### src/design/dldr_pkg.sv
`timescale 1ns / 1ps
// ----------------------------------------------------------------------------
// dldr_pkg: shared types and constants of the dark-light-dark run detector
// Holds the circle buffer sizing, register codes, reset values and the
// report item that travels from the front end to the back end.
// ----------------------------------------------------------------------------
package dldr_pkg;

  // Circle buffer sizing
  localparam int MAX_CIRCLE_POINTS = 1024;
  localparam int IDX_W = $clog2(MAX_CIRCLE_POINTS);
  localparam int CNT_W = $clog2(MAX_CIRCLE_POINTS + 1);

  // One stored point: x, y, gray
  localparam int STORE_W = 28;

  // Report queue between front and back
  localparam int FIFO_DEPTH = 4;
  localparam int FIFO_PTR_W = $clog2(FIFO_DEPTH);
  localparam int FIFO_CNT_W = $clog2(FIFO_DEPTH + 1);

  // Configuration port
  localparam int CFG_IDX_W = 3;
  localparam int CFG_DATA_W = 10;

  localparam logic [CFG_IDX_W-1:0] CFG_JUMP_SIZE      = 3'd0;
  localparam logic [CFG_IDX_W-1:0] CFG_DARK_THRESHOLD = 3'd1;
  localparam logic [CFG_IDX_W-1:0] CFG_FLOOR_LEVEL    = 3'd2;
  localparam logic [CFG_IDX_W-1:0] CFG_MIN_RUN_WIDTH  = 3'd3;
  localparam logic [CFG_IDX_W-1:0] CFG_CENTRE_X       = 3'd4;
  localparam logic [CFG_IDX_W-1:0] CFG_CENTRE_Y       = 3'd5;

  localparam logic [7:0] RST_JUMP_SIZE      = 8'd20;
  localparam logic [7:0] RST_DARK_THRESHOLD = 8'd80;
  localparam logic [7:0] RST_FLOOR_LEVEL    = 8'd100;
  localparam logic [9:0] RST_MIN_RUN_WIDTH  = 10'd5;
  localparam logic [9:0] RST_CENTRE_X       = 10'd320;
  localparam logic [9:0] RST_CENTRE_Y       = 10'd240;

  // Mark value: dark midpoint gives full mark
  localparam logic [7:0] MARK_DARK_LIMIT = 8'd60;
  localparam logic [7:0] MARK_ON         = 8'd255;
  localparam logic [7:0] MARK_OFF        = 8'd0;

  // Configuration register file
  typedef struct packed {
    logic [7:0] jump_size;
    logic [7:0] dark_threshold;
    logic [7:0] floor_level;
    logic [9:0] min_run_width;
    logic [9:0] centre_x;
    logic [9:0] centre_y;
  } cfg_t;

  // Report item: buffered midpoint and its index
  typedef struct packed {
    logic [9:0] pos_x;
    logic [9:0] pos_y;
    logic [7:0] gray;
    logic [9:0] mid_index;
  } job_t;

endpackage

### src/design/dldr_fifo.sv
`timescale 1ns / 1ps
// ----------------------------------------------------------------------------
// dldr_fifo: report queue between front and back end
// Small register queue; the writer checks the count before it pushes.
// ----------------------------------------------------------------------------
module dldr_fifo (
  input  logic                          clk_i,
  input  logic                          rst_ni,
  input  logic                          push_i,
  input  dldr_pkg::job_t                data_i,
  input  logic                          pop_i,
  output dldr_pkg::job_t                data_o,
  output logic                          not_empty_o,
  output logic [dldr_pkg::FIFO_CNT_W-1:0] count_o
);
  import dldr_pkg::*;

  job_t                  slot_q [FIFO_DEPTH];
  logic [FIFO_PTR_W-1:0] wr_q, wr_d;
  logic [FIFO_PTR_W-1:0] rd_q, rd_d;
  logic [FIFO_CNT_W-1:0] cnt_q, cnt_d;
  logic                  do_pop;

  assign do_pop = pop_i && (cnt_q != '0);

  // Advance pointers and count
  always_comb begin
    wr_d  = push_i ? wr_q + FIFO_PTR_W'(1) : wr_q;
    rd_d  = do_pop ? rd_q + FIFO_PTR_W'(1) : rd_q;
    cnt_d = cnt_q;
    if (push_i && !do_pop) begin
      cnt_d = cnt_q + FIFO_CNT_W'(1);
    end else if (!push_i && do_pop) begin
      cnt_d = cnt_q - FIFO_CNT_W'(1);
    end
  end

  always_ff @(posedge clk_i or negedge rst_ni) begin
    if (!rst_ni) begin
      wr_q  <= '0;
      rd_q  <= '0;
      cnt_q <= '0;
    end else begin
      wr_q  <= wr_d;
      rd_q  <= rd_d;
      cnt_q <= cnt_d;
    end
  end

  // Store pushed reports
  always_ff @(posedge clk_i) begin
    if (push_i) begin
      slot_q[wr_q] <= data_i;
    end
  end

  assign data_o      = slot_q[rd_q];
  assign not_empty_o = (cnt_q != '0);
  assign count_o     = cnt_q;

endmodule

### config.mk
export PLATFORM = sky130hd
export DESIGN_NAME = dldr_fifo
export DESIGN_NICKNAME = d
export VERILOG_FILES = /design/src/design/dldr_pkg.sv /design/src/design/dldr_fifo.sv
export SDC_FILE = /design/constraint.sdc
export NUM_CORES = 1
export LEC_CHECK = 0
export BUFFER_PORTS_ARGS = -buffer_cell sky130_fd_sc_hd__buf_2
export CORE_UTILIZATION = 55
export CTS_BUF_LIST = sky130_fd_sc_hd__clkbuf_8
export DETAILED_ROUTE_END_ITERATION = 8
export GPL_TIMING_DRIVEN = 0
export HOLD_SLACK_MARGIN = 0.12
export PLACE_DENSITY_LB_ADDON = 0.25
export SYNTH_ARGS = -nofsm -noshare
export SYNTH_HDL_FRONTEND = slang
export SYNTH_SLANG_ARGS = --single-unit
### constraint.sdc
create_clock -name clk_i -period 4.53 [get_ports clk_i]
set_input_delay 0.906 -clock clk_i [delete_from_list [all_inputs] [get_ports clk_i]]
set_output_delay 0.906 -clock clk_i [all_outputs]
set_load 0.02 [all_outputs]
==> results_tabular.tex <==
\begin{tabular}{lr}
\hline
Metric & Value \\
\hline
\multicolumn{2}{l}{\textbf{Run status}} \\
\quad Outcome & finished, final reports clean \\
\multicolumn{2}{l}{\textbf{Final layout}} \\
\quad Area growth, synth to finish & 18.3\% \\
\quad Most frequent cells in the layout & 152 x edfxtp\_1, 86 x buf\_2, 38 x mux4\_2 \\
\quad Multi-input gate area & 0.00106 mm² \\
\quad Count of filler cells inserted in the layout & 691 \\
\quad N\_diodes & 0 \\
\quad Most common cell after layout, fill and taps aside & edfxtp\_1 \\
\quad Cell area after layout & 0.00700 mm² \\
\quad Combined flip-flop and latch cell area & 0.00474 mm² \\
\quad Layout cells sized above 1 & 47.7\% \\
\quad Count of nets after finishing & 386 \\
\multicolumn{2}{l}{\textbf{GRT}} \\
\quad Gr ovfl total & 0 \\
\quad Largest net degree at the start of global routing & 22 \\
\quad Number of antenna violations at the first check in global routing & 0 \\
\quad Global-route usage over all layers & 19.0\% \\
\quad Global-route wire length before repair & 15100 µm \\
\quad Via count of the first global-routing pass & 2855 \\
\multicolumn{2}{l}{\textbf{Route}} \\
\quad Routed len/inst & 19.8 µm \\
\quad Remaining number of nets flagged by the antenna check after routing & 0 \\
\quad Overall routed net length & 9620 µm \\
\quad Detailed-route vias per instance & 5.50 \\
\quad Iter 0 DRT Violations & 108 \\
\quad Vias after detailed routing & 2671 \\
\quad Detailed-routing iteration count for the pre-antenna-repair pass & 4 \\
\quad Number of remaining DRC errors & 0 \\
\multicolumn{2}{l}{\textbf{Worst setup path}} \\
\quad Worst Path Class, Setup & reg2out \\
\quad Reg-to-reg critical path startpoint & count\_o[0] \\
\quad Data required time at the worst endpoint & 3.62 ns \\
\quad Crit-path slowest cell & dfrtp\_1 \\
\quad Cell-by-cell trace of the critical path & buf\_2, buf\_4, mux4\_2, buf\_2 \\
\quad Crit path largest cell delay & 0.42 ns \\
\quad Crit path launch type & flip-flop \\
\quad Arrival time of data at the critical path endpoint & 1.93 ns \\
\quad Element type at the critical path end & primary output \\
\quad Largest fanout on the critical path & 10 \\
\quad Critical Path Source & rd\_q[1] \\
\quad Reg-to-reg setup timing slack & 2.40 ns \\
\quad Dominant cell type by count on the critical path & buf\_2 \\
\quad Reg2Reg Depth & 8 \\
\quad Worst reg2reg path endpoint & count\_o[2] \\
\multicolumn{2}{l}{\textbf{Hold path}} \\
\quad Type of the worst min-delay path & in2async \\
\multicolumn{2}{l}{\textbf{CTS}} \\
\quad Clock sink total & 159 \\
\quad Skew-Pair Late Insertion Delay & 0.44 ns \\
\quad Post CTS Setup Buffer Count & 0 \\
\quad Number of cells upsized or downsized after cts & 0 \\
\quad Clk slew on worst S/H paths & 0.09 ns \\
\quad Max Buffers Root-to-Sink & 2 \\
\quad H-tree levels & 4 \\
\quad TritonCTS clock tree & done \\
\quad Hold buffers post-CTS & 0 \\
\quad Clock buffers created by TritonCTS & 17 \\
\quad Root Driver & clkbuf\_8 \\
\multicolumn{2}{l}{\textbf{STA}} \\
\quad Min Tclk post-route & 2.84 ns \\
\quad Fmax & 353 MHz \\
\quad Accumulated negative setup slack & 0 ns \\
\quad Final setup violation count & 0 \\
\quad Worst hold margin & 0.280 ns \\
\quad Final number of max-transition violations & 0 \\
\quad Worst Clk Skew & 0.0129 ns \\
\quad Worst slew pin tran & 0.568 ns \\
\quad Setup repair after global routing missed its margin & no \\
\quad Share of the clock period used by the worst path after layout & 62.6\% \\
\quad Number of hold-slack violations in the final timing report & 0 \\
\quad Max-slew headroom & 62.1\% \\
\multicolumn{2}{l}{\textbf{Synth}} \\
\quad Combined area of all synthesized cells & 0.00592 mm² \\
\quad Post-synthesis net count & 280 \\
\quad Synthesized instance count & 232 \\
\quad Number of distinct library cells after synthesis & 19 \\
\quad Synth warn & 0 \\
\quad Sequential element share of the synthesized area & 80.1\% \\
\quad Average cell area after synthesis & 25.5 µm² \\
\quad Cell taking the most area after synthesis & edfxtp\_1 \\
\quad Area share of the leading cell type in the synthesized netlist & 77.1\% \\
\quad Leading post-synthesis cells by cell area & edfxtp\_1 77\%, mux4\_2 14\%, dfrtp\_1 3.0\% \\
\quad Flip-flop and latch count after synthesis & 159 \\
\multicolumn{2}{l}{\textbf{Floorplan}} \\
\quad Total Die Area & 0.0112 mm² \\
\quad Standard-cell rows & 37 \\
\quad Initial Utilization & 57.1\% \\
\quad Width of the die & 106 µm \\
\quad Core area & 0.0104 mm² \\
\quad Count of boundary I/O pins & 84 \\
\quad Die Y-Extent & 106 µm \\
\multicolumn{2}{l}{\textbf{Pwr}} \\
\quad Peak ir drop on the vdd network & 320 µV \\
\quad Static leakage power & 2.46 nW \\
\quad Power Density & 667 mW/mm² \\
\multicolumn{2}{l}{\textbf{Flow run}} \\
\quad Number of max-cap violations & 0 \\
\multicolumn{2}{l}{\textbf{Place}} \\
\quad Port Buffers & 83 \\
\quad HPWL reported at the end of detailed placement & 5870 µm \\
\quad GP Congestion & 0.673 \\
\quad Instance area at placement & 0.00659 mm² \\
\hline
\end{tabular}
## cell usage after synthesis
master    count
buf_6         1
mux2_2        1
inv_1         3
edfxtp_1    152
xnor2_1       3
or3_1         1
nand3_1       1
fa_1          1
buf_4         1
xor2_1        3
buf_12        4
nor2_1        1
and2_1        4
ha_1          5
mux4_2       38
buf_2         3
o21ai_0       1
dfrtp_1       7
nand2_1       2
## where the power goes
part | internal (W) | switching (W)
Clock | 0.000588 | 0.000486
Sequential | 0.00193 | 0.0000807
Combinational | 0.000704 | 0.000888
Total | 0.00322 | 0.00145
## sequential cells by signal, indices dropped and copies added, names as in the netlist
name     count
count_o      3
rd_q         2
slot_q     152
wr_q         2
## through the flow
stage               util [%]  cells  worst slack, ns  power [W]
floorplan                  -    232             2.30    0.00316
detailed placement      63.5    455             2.16    0.00366
finish                  67.5    486             1.69    0.00467
global route            67.5    486             1.62    0.00488
CTS                     67.5    486             1.66    0.00473
global placement        62.7    451             1.41    0.00360
## logic make-up after synthesis
logic type | synth area share, %
buf+inv | 2.11
fa+ha+maj | 1.40
simple gates | 0.803
flops | 80.1
compound gates | 0.0845
mux | 14.6
xor+xnor | 0.888
## layout make-up
cell class	instances	area share [%]
flip-flops and latches	159	67.7
multi-input cells	61	15.1
repair buffers	87	7.08
clock buffers	17	3.34
clock inverters	14	2.54
well taps	136	2.43
plain buffers	9	1.63
inverters	3	0.161
## routing by layer
metal	global-route usage, %	up-vias	wire length (µm)
met4	10.1	0	196
met2	31.0	82	4970
met3	4.21	16	495
met5	0	-	0
li1	-	1184	-
met1	24.1	1389	3950
## how the worst max path moves through the flow
| stage | end | depth (start not counted) |
|---|---|---|
| after floorplan | slot_q[2][0] | 1 |
| after global placement | slot_q[0][6] | 2 |
| after detailed placement | data_o[10] | 4 |
| after CTS | data_o[11] | 4 |
| after global routing | data_o[10] | 4 |
| final | data_o[10] | 4 |
## critical path: cells and delay by family, from the launching register on
kind | cells | cell delay, ns
muxes | 1 | 0.32
buffers and inverters | 3 | 0.73
DFF | 1 | 0.42
(Power assumes the default switching activity.)
