`src/design/dldr_pkg.sv`:
```
`timescale 1ns / 1ps
// ----------------------------------------------------------------------------
// dldr_pkg: shared types and constants of the dark-light-dark run detector
// Holds the circle buffer sizing, register codes, reset values and the
// report item that travels from the front end to the back end.
// ----------------------------------------------------------------------------
package dldr_pkg;

  // Circle buffer sizing
  localparam int MAX_CIRCLE_POINTS = 1024;
  localparam int IDX_W = $clog2(MAX_CIRCLE_POINTS);
  localparam int CNT_W = $clog2(MAX_CIRCLE_POINTS + 1);

  // One stored point: x, y, gray
  localparam int STORE_W = 28;

  // Report queue between front and back
  localparam int FIFO_DEPTH = 4;
  localparam int FIFO_PTR_W = $clog2(FIFO_DEPTH);
  localparam int FIFO_CNT_W = $clog2(FIFO_DEPTH + 1);

  // Configuration port
  localparam int CFG_IDX_W = 3;
  localparam int CFG_DATA_W = 10;

  localparam logic [CFG_IDX_W-1:0] CFG_JUMP_SIZE      = 3'd0;
  localparam logic [CFG_IDX_W-1:0] CFG_DARK_THRESHOLD = 3'd1;
  localparam logic [CFG_IDX_W-1:0] CFG_FLOOR_LEVEL    = 3'd2;
  localparam logic [CFG_IDX_W-1:0] CFG_MIN_RUN_WIDTH  = 3'd3;
  localparam logic [CFG_IDX_W-1:0] CFG_CENTRE_X       = 3'd4;
  localparam logic [CFG_IDX_W-1:0] CFG_CENTRE_Y       = 3'd5;

  localparam logic [7:0] RST_JUMP_SIZE      = 8'd20;
  localparam logic [7:0] RST_DARK_THRESHOLD = 8'd80;
  localparam logic [7:0] RST_FLOOR_LEVEL    = 8'd100;
  localparam logic [9:0] RST_MIN_RUN_WIDTH  = 10'd5;
  localparam logic [9:0] RST_CENTRE_X       = 10'd320;
  localparam logic [9:0] RST_CENTRE_Y       = 10'd240;

  // Mark value: dark midpoint gives full mark
  localparam logic [7:0] MARK_DARK_LIMIT = 8'd60;
  localparam logic [7:0] MARK_ON         = 8'd255;
  localparam logic [7:0] MARK_OFF        = 8'd0;

  // Configuration register file
  typedef struct packed {
    logic [7:0] jump_size;
    logic [7:0] dark_threshold;
    logic [7:0] floor_level;
    logic [9:0] min_run_width;
    logic [9:0] centre_x;
    logic [9:0] centre_y;
  } cfg_t;

  // Report item: buffered midpoint and its index
  typedef struct packed {
    logic [9:0] pos_x;
    logic [9:0] pos_y;
    logic [7:0] gray;
    logic [9:0] mid_index;
  } job_t;

endpackage

```
`src/design/dldr_back.sv`:
```
`timescale 1ns / 1ps
// ----------------------------------------------------------------------------
// dldr_back: distance and output stage
// Pops a report, squares the offsets from the centre, takes the floor square
// root one bit per cycle and hands the result to the output register.
// ----------------------------------------------------------------------------
module dldr_back (
  input  logic           clk_i,
  input  logic           rst_ni,
  input  dldr_pkg::cfg_t cfg_i,
  input  logic           job_valid_i,
  input  dldr_pkg::job_t job_i,
  output logic           pop_o,
  output logic           out_valid_o,
  input  logic           out_stall_i,
  output logic [9:0]     mid_x_o,
  output logic [9:0]     mid_y_o,
  output logic [9:0]     mid_index_o,
  output logic [10:0]    radius_o,
  output logic [7:0]     mark_value_o
);
  import dldr_pkg::*;

  localparam logic [2:0] ST_IDLE = 3'd0;
  localparam logic [2:0] ST_SQR  = 3'd1;
  localparam logic [2:0] ST_SUM  = 3'd2;
  localparam logic [2:0] ST_ROOT = 3'd3;
  localparam logic [2:0] ST_HOLD = 3'd4;

  logic [2:0]         state_q, state_d;
  job_t               job_q, job_d;
  logic signed [10:0] dx_q, dx_d;
  logic signed [10:0] dy_q, dy_d;
  logic [19:0]        sqx_q, sqx_d;
  logic [19:0]        sqy_q, sqy_d;
  logic [20:0]        v_q, v_d;
  logic [21:0]        res_q, res_d;
  logic [20:0]        bit_q, bit_d;
  logic               ov_q, ov_d;
  logic [9:0]         ox_q, ox_d;
  logic [9:0]         oy_q, oy_d;
  logic [9:0]         oi_q, oi_d;
  logic [10:0]        or_q, or_d;
  logic [7:0]         om_q, om_d;

  logic signed [21:0] px, py;
  logic [21:0]        trial;
  logic               slot_free;

  assign px        = dx_q * dx_q;
  assign py        = dy_q * dy_q;
  assign trial     = res_q + {1'b0, bit_q};
  assign slot_free = !ov_q || !out_stall_i;

  // Sequence one report through square, sum, root and output
  always_comb begin
    state_d = state_q;
    job_d   = job_q;
    dx_d    = dx_q;
    dy_d    = dy_q;
    sqx_d   = sqx_q;
    sqy_d   = sqy_q;
    v_d     = v_q;
    res_d   = res_q;
    bit_d   = bit_q;
    ov_d    = ov_q && out_stall_i;
    ox_d    = ox_q;
    oy_d    = oy_q;
    oi_d    = oi_q;
    or_d    = or_q;
    om_d    = om_q;
    pop_o   = 1'b0;
    unique case (state_q)
      ST_IDLE: begin
        if (job_valid_i) begin
          pop_o   = 1'b1;
          job_d   = job_i;
          dx_d    = $signed({1'b0, job_i.pos_x}) - $signed({1'b0, cfg_i.centre_x});
          dy_d    = $signed({1'b0, job_i.pos_y}) - $signed({1'b0, cfg_i.centre_y});
          state_d = ST_SQR;
        end
      end
      ST_SQR: begin
        sqx_d   = px[19:0];
        sqy_d   = py[19:0];
        state_d = ST_SUM;
      end
      ST_SUM: begin
        v_d     = {1'b0, sqx_q} + {1'b0, sqy_q};
        res_d   = '0;
        bit_d   = 21'(1) << 20;
        state_d = ST_ROOT;
      end
      ST_ROOT: begin
        if ({1'b0, v_q} >= trial) begin
          v_d   = v_q - trial[20:0];
          res_d = (res_q >> 1) + {1'b0, bit_q};
        end else begin
          res_d = res_q >> 1;
        end
        bit_d = bit_q >> 2;
        if (bit_q == 21'd1) begin
          state_d = ST_HOLD;
        end
      end
      ST_HOLD: begin
        if (slot_free) begin
          ov_d    = 1'b1;
          ox_d    = job_q.pos_x;
          oy_d    = job_q.pos_y;
          oi_d    = job_q.mid_index;
          or_d    = res_q[10:0];
          om_d    = (job_q.gray < MARK_DARK_LIMIT) ? MARK_ON : MARK_OFF;
          state_d = ST_IDLE;
        end
      end
      default: begin
        state_d = ST_IDLE;
      end
    endcase
  end

  always_ff @(posedge clk_i or negedge rst_ni) begin
    if (!rst_ni) begin
      state_q <= ST_IDLE;
      ov_q    <= 1'b0;
    end else begin
      state_q <= state_d;
      ov_q    <= ov_d;
    end
  end

  // Datapath and output payload
  always_ff @(posedge clk_i) begin
    job_q <= job_d;
    dx_q  <= dx_d;
    dy_q  <= dy_d;
    sqx_q <= sqx_d;
    sqy_q <= sqy_d;
    v_q   <= v_d;
    res_q <= res_d;
    bit_q <= bit_d;
    ox_q  <= ox_d;
    oy_q  <= oy_d;
    oi_q  <= oi_d;
    or_q  <= or_d;
    om_q  <= om_d;
  end

  assign out_valid_o  = ov_q;
  assign mid_x_o      = ox_q;
  assign mid_y_o      = oy_q;
  assign mid_index_o  = oi_q;
  assign radius_o     = or_q;
  assign mark_value_o = om_q;

endmodule

```
`config.mk`:
```
export PLATFORM = sky130hd
export DESIGN_NAME = dldr_back
export DESIGN_NICKNAME = d
export VERILOG_FILES = /design/src/design/dldr_pkg.sv /design/src/design/dldr_back.sv
export SDC_FILE = /design/constraint.sdc
export NUM_CORES = 1
export LEC_CHECK = 0
export ABC_AREA = 1
export BUFFER_PORTS_ARGS = -buffer_cell sky130_fd_sc_hd__buf_2
export CORE_ASPECT_RATIO = 1.2
export CORE_MARGIN = 4
export CORE_UTILIZATION = 56
export CTS_CLUSTER_SIZE = 10
export DETAILED_ROUTE_END_ITERATION = 7
export PLACE_DENSITY = 0.85
export SYNTH_ARGS = -nofsm -noshare
export SYNTH_HDL_FRONTEND = slang
export SYNTH_SLANG_ARGS = --single-unit
export TNS_END_PERCENT = 1
```
`constraint.sdc`:
```
create_clock -name clk_i -period 9.9 [get_ports clk_i]
set_input_delay 1.485 -clock clk_i [delete_from_list [all_inputs] [get_ports clk_i]]
set_output_delay 1.485 -clock clk_i [all_outputs]
set_load 0.02 [all_outputs]
```
==> impl_metrics.yaml <==
detailed_routing:
  vias: 14500
  final_antenna_net_count: 0
  drc: 0
  via_per_inst: 5.46
  routedWlPerCell_um: 16.4
  detail_route.first_pass.iterations: 6
  wl_mm: 43.4
  drt_iter0_drc: 898
worst_setup_path:
  arrival_ns: 5.97
  cp_slowest_cell: "edfxtp_1"
  r2r_cells: 18
  rrSetupSlack_ns: 4.12
  critPathKind: "reg2reg"
  cpPeakStageDelay_ns: 0.64
  cp.depth: 18
  end_kind: "register"
  cp.required_ns: 10.09
  critical_path.most_common_cell: "fa_1"
  crit_buf_inv: 3
  cp_max_fo: 15
  crit_path_start_kind: "register"
  crit_chain: "inv_1 > nor2_1 > xnor2_1 > ha_1 > a31o_2 > fa_1 > fa_1 > fa_1 > inv_1 > fa_1 > inv_1 > ha_1 > a21oi_1 > o21ai_0 > a21o_1 > a21boi_0 > o21ai_0 > xor2_1"
  cp_top_family: "adder cells"
clock_tree:
  h-tree-depth: 4
  root_buffer: "clkbuf_16"
  tritoncts: "yes"
  cts_buffers: 17
  worstSkewPairLatency_ns: 0.45
  cts.sinks: 196
  postCtsHoldBufs: 0
  clk_pin_slew_ns: 0.08
  postCtsSetupRepairBufs: 0
  cts_resized: 0
  clock_path_buffers: 2
floorplanning:
  rows: 73
  core-area_mm2: 0.0332
  die_area_mm2: 0.0369
  die_y_um: 210
  start_util_pct: 57.0
  die_w_um: 176
  io_pins: 147
logic_synthesis:
  ys_async_sr_fraction_pct: 2.04
  synth_area_leaders: "edfxtp_1, fa_1, ha_1"
  ys_seq_area_share_pct: 30.9
  yosysWarnings: 0
  netlist.area_leader.share_pct: 30.4
  ys.flop_type: "edfxtp_1"
  synth-seq-cells: 196
  yosysTopAreaCell: "edfxtp_1"
  synth_cells: 2094
  synth_edf_count: 192
  synth_area_per_cell_um2: 9.05
  syn-cell-area_mm2: 0.0190
  synthDistinctLibCells: 49
  synth_nets: 2548
placed_design:
  place_congestion: 0.933
  port_buffers: 110
  place_hpwl_mm: 34.2
min_path:
  hold_path_class: "reg2reg"
  min_path_cells: 0
timing:
  tightestPinTransition_ns: 0.982
  relSlewSlack_pct: 34.3
  fmax_ghz: 0.173
  worst_clock_skew_ns: 0.0131
  finalHoldViolCount: 0
  setup_viol: 0
  rsz0062_at_grt: "false"
  fin_crit_ns: 5.78
  setup_tns_ns: 0
  period_share_pct: 58.4
  drv_slew: 0
  whs_ns: 0.422
layout:
  syn2layout_area_growth_pct: 8.31
  nFillCells: 2666
  final_nets: 2637
  drive_above_1_share_pct: 8.20
  n_antenna_cell: 0
grt:
  grt_pass1_vias: 15500
  grt_max_degree: 60
  grt_pass1_wl_mm: 71.8
  antenna_found_initial: 0
  grtUsageTotal_pct: 24.0
  grt.overflow.total: 0
status:
  status: "complete, no violations"
flow_run:
  cap_viol_max_count: 0
-- synth_stat cells, drive strengths merged, types with 12 or more instances --
| master | number |
|---|---|
| fa | 192 |
| a21oi | 132 |
| nand2 | 384 |
| edfxtp | 192 |
| nor2 | 110 |
| o21ai | 92 |
| nor3 | 13 |
| nand4 | 15 |
| buf | 12 |
| xnor2 | 46 |
| nand3 | 67 |
| inv | 486 |
| xor2 | 70 |
| ha | 166 |
| clkbuf | 33 |
-- cell usage in the layout (no fill, tap or decap), types with 8 or more instances in the layout --
| cell | n |
|---|---|
| a21o_1 | 9 |
| a21oi_1 | 132 |
| a31oi_1 | 9 |
| buf_2 | 110 |
| clkbuf_16 | 17 |
| edfxtp_1 | 192 |
| fa_1 | 192 |
| ha_1 | 166 |
| inv_1 | 483 |
| nand2_1 | 378 |
| nand3_1 | 65 |
| nand4_1 | 15 |
| nor2_1 | 107 |
| nor3_1 | 9 |
| o21ai_0 | 85 |
| or2_2 | 8 |
| xnor2_1 | 46 |
| xor2_1 | 69 |
-- final cells by class --
| type | count | area, µm² | share of cell area (%) |
|---|---|---|---|
| Multi-Input combinational cell | 1366 | 11100 | 53.9 |
| Inverter | 487 | 1830 | 8.90 |
| Sequential cell | 196 | 5870 | 28.6 |
| Clock inverter | 15 | 193 | 0.938 |
| Clock buffer | 17 | 425 | 2.07 |
| Timing Repair Buffer | 115 | 588 | 2.86 |
| Tap cell | 450 | 563 | 2.74 |
-- logic make-up (layout without fill, tap and decap cells) --
kind of cell	after synthesis	count (layout)	synth area share, %
buffers and inverters	532	634	10.8
AO/OA/AOI/OAI	278	278	8.10
AND/OR/NAND/NOR	614	614	13.5
adder cells (fa/ha/maj)	358	358	31.2
flip-flops	196	196	30.9
XOR/XNOR	116	116	5.46
-- worst reg2reg max path: stages, from the launching register on --
cell and delay, ns:
edfxtp_1 0.64, inv_1 0.25, nor2_1 0.23, xnor2_1 0.10, ha_1 0.18, a31o_2 0.22, fa_1 0.48, fa_1 0.52
fa_1 0.55, inv_1 0.07, fa_1 0.55, inv_1 0.05, ha_1 0.37, a21oi_1 0.27, o21ai_0 0.13, a21o_1 0.19
a21boi_0 0.39, o21ai_0 0.18, xor2_1 0.16
-- per-stage QoR --
stage,instances,setup slack [ns],utilization (%),instance area [µm²]
floorplan,2094,0.866,-,19000
global placement,2614,4.41,59.9,19900
detailed placement,2614,4.29,59.9,19900
CTS,2646,4.26,61.8,20500
global route,2646,3.92,61.8,20500
finish,2646,4.12,61.8,20500
-- flip-flops by register name (all words and copies together), names as in the netlist --
name / count
state_q: 3
dx_q: 11
mark_value_o: 1
res_q: 22
v_q: 21
mid_y_o: 10
sqy_q: 19
bit_q: 11
mid_index_o: 10
out_valid_o: 1
job_q: 36
mid_x_o: 10
sqx_q: 19
dy_q: 11
radius_o: 11
-- per-layer routing --
metal  global-route usage (%)  share of wire (%)
met1                     25.5                 36
met2                     45.6                 55
met3                     3.49                4.3
met4                     12.3                5.1
met5                        0                  0
-- path summary, 6_finish.rpt --
kind / from / endpoint
worst max-delay path: dy_q[10] / sqy_q[16]
worst min-delay path: job_q[36] / mid_x_o[8]
worst max register to register: dy_q[10] / sqy_q[16]
worst min register to register: job_q[36] / mid_x_o[8]
max in group asynchronous: rst_ni / state_q[0]
min in group asynchronous: rst_ni / out_valid_o
Power is left out: the tool's default activity adds up to more than one toggle a clock period on the data nets, which glitch-free logic cannot reach.
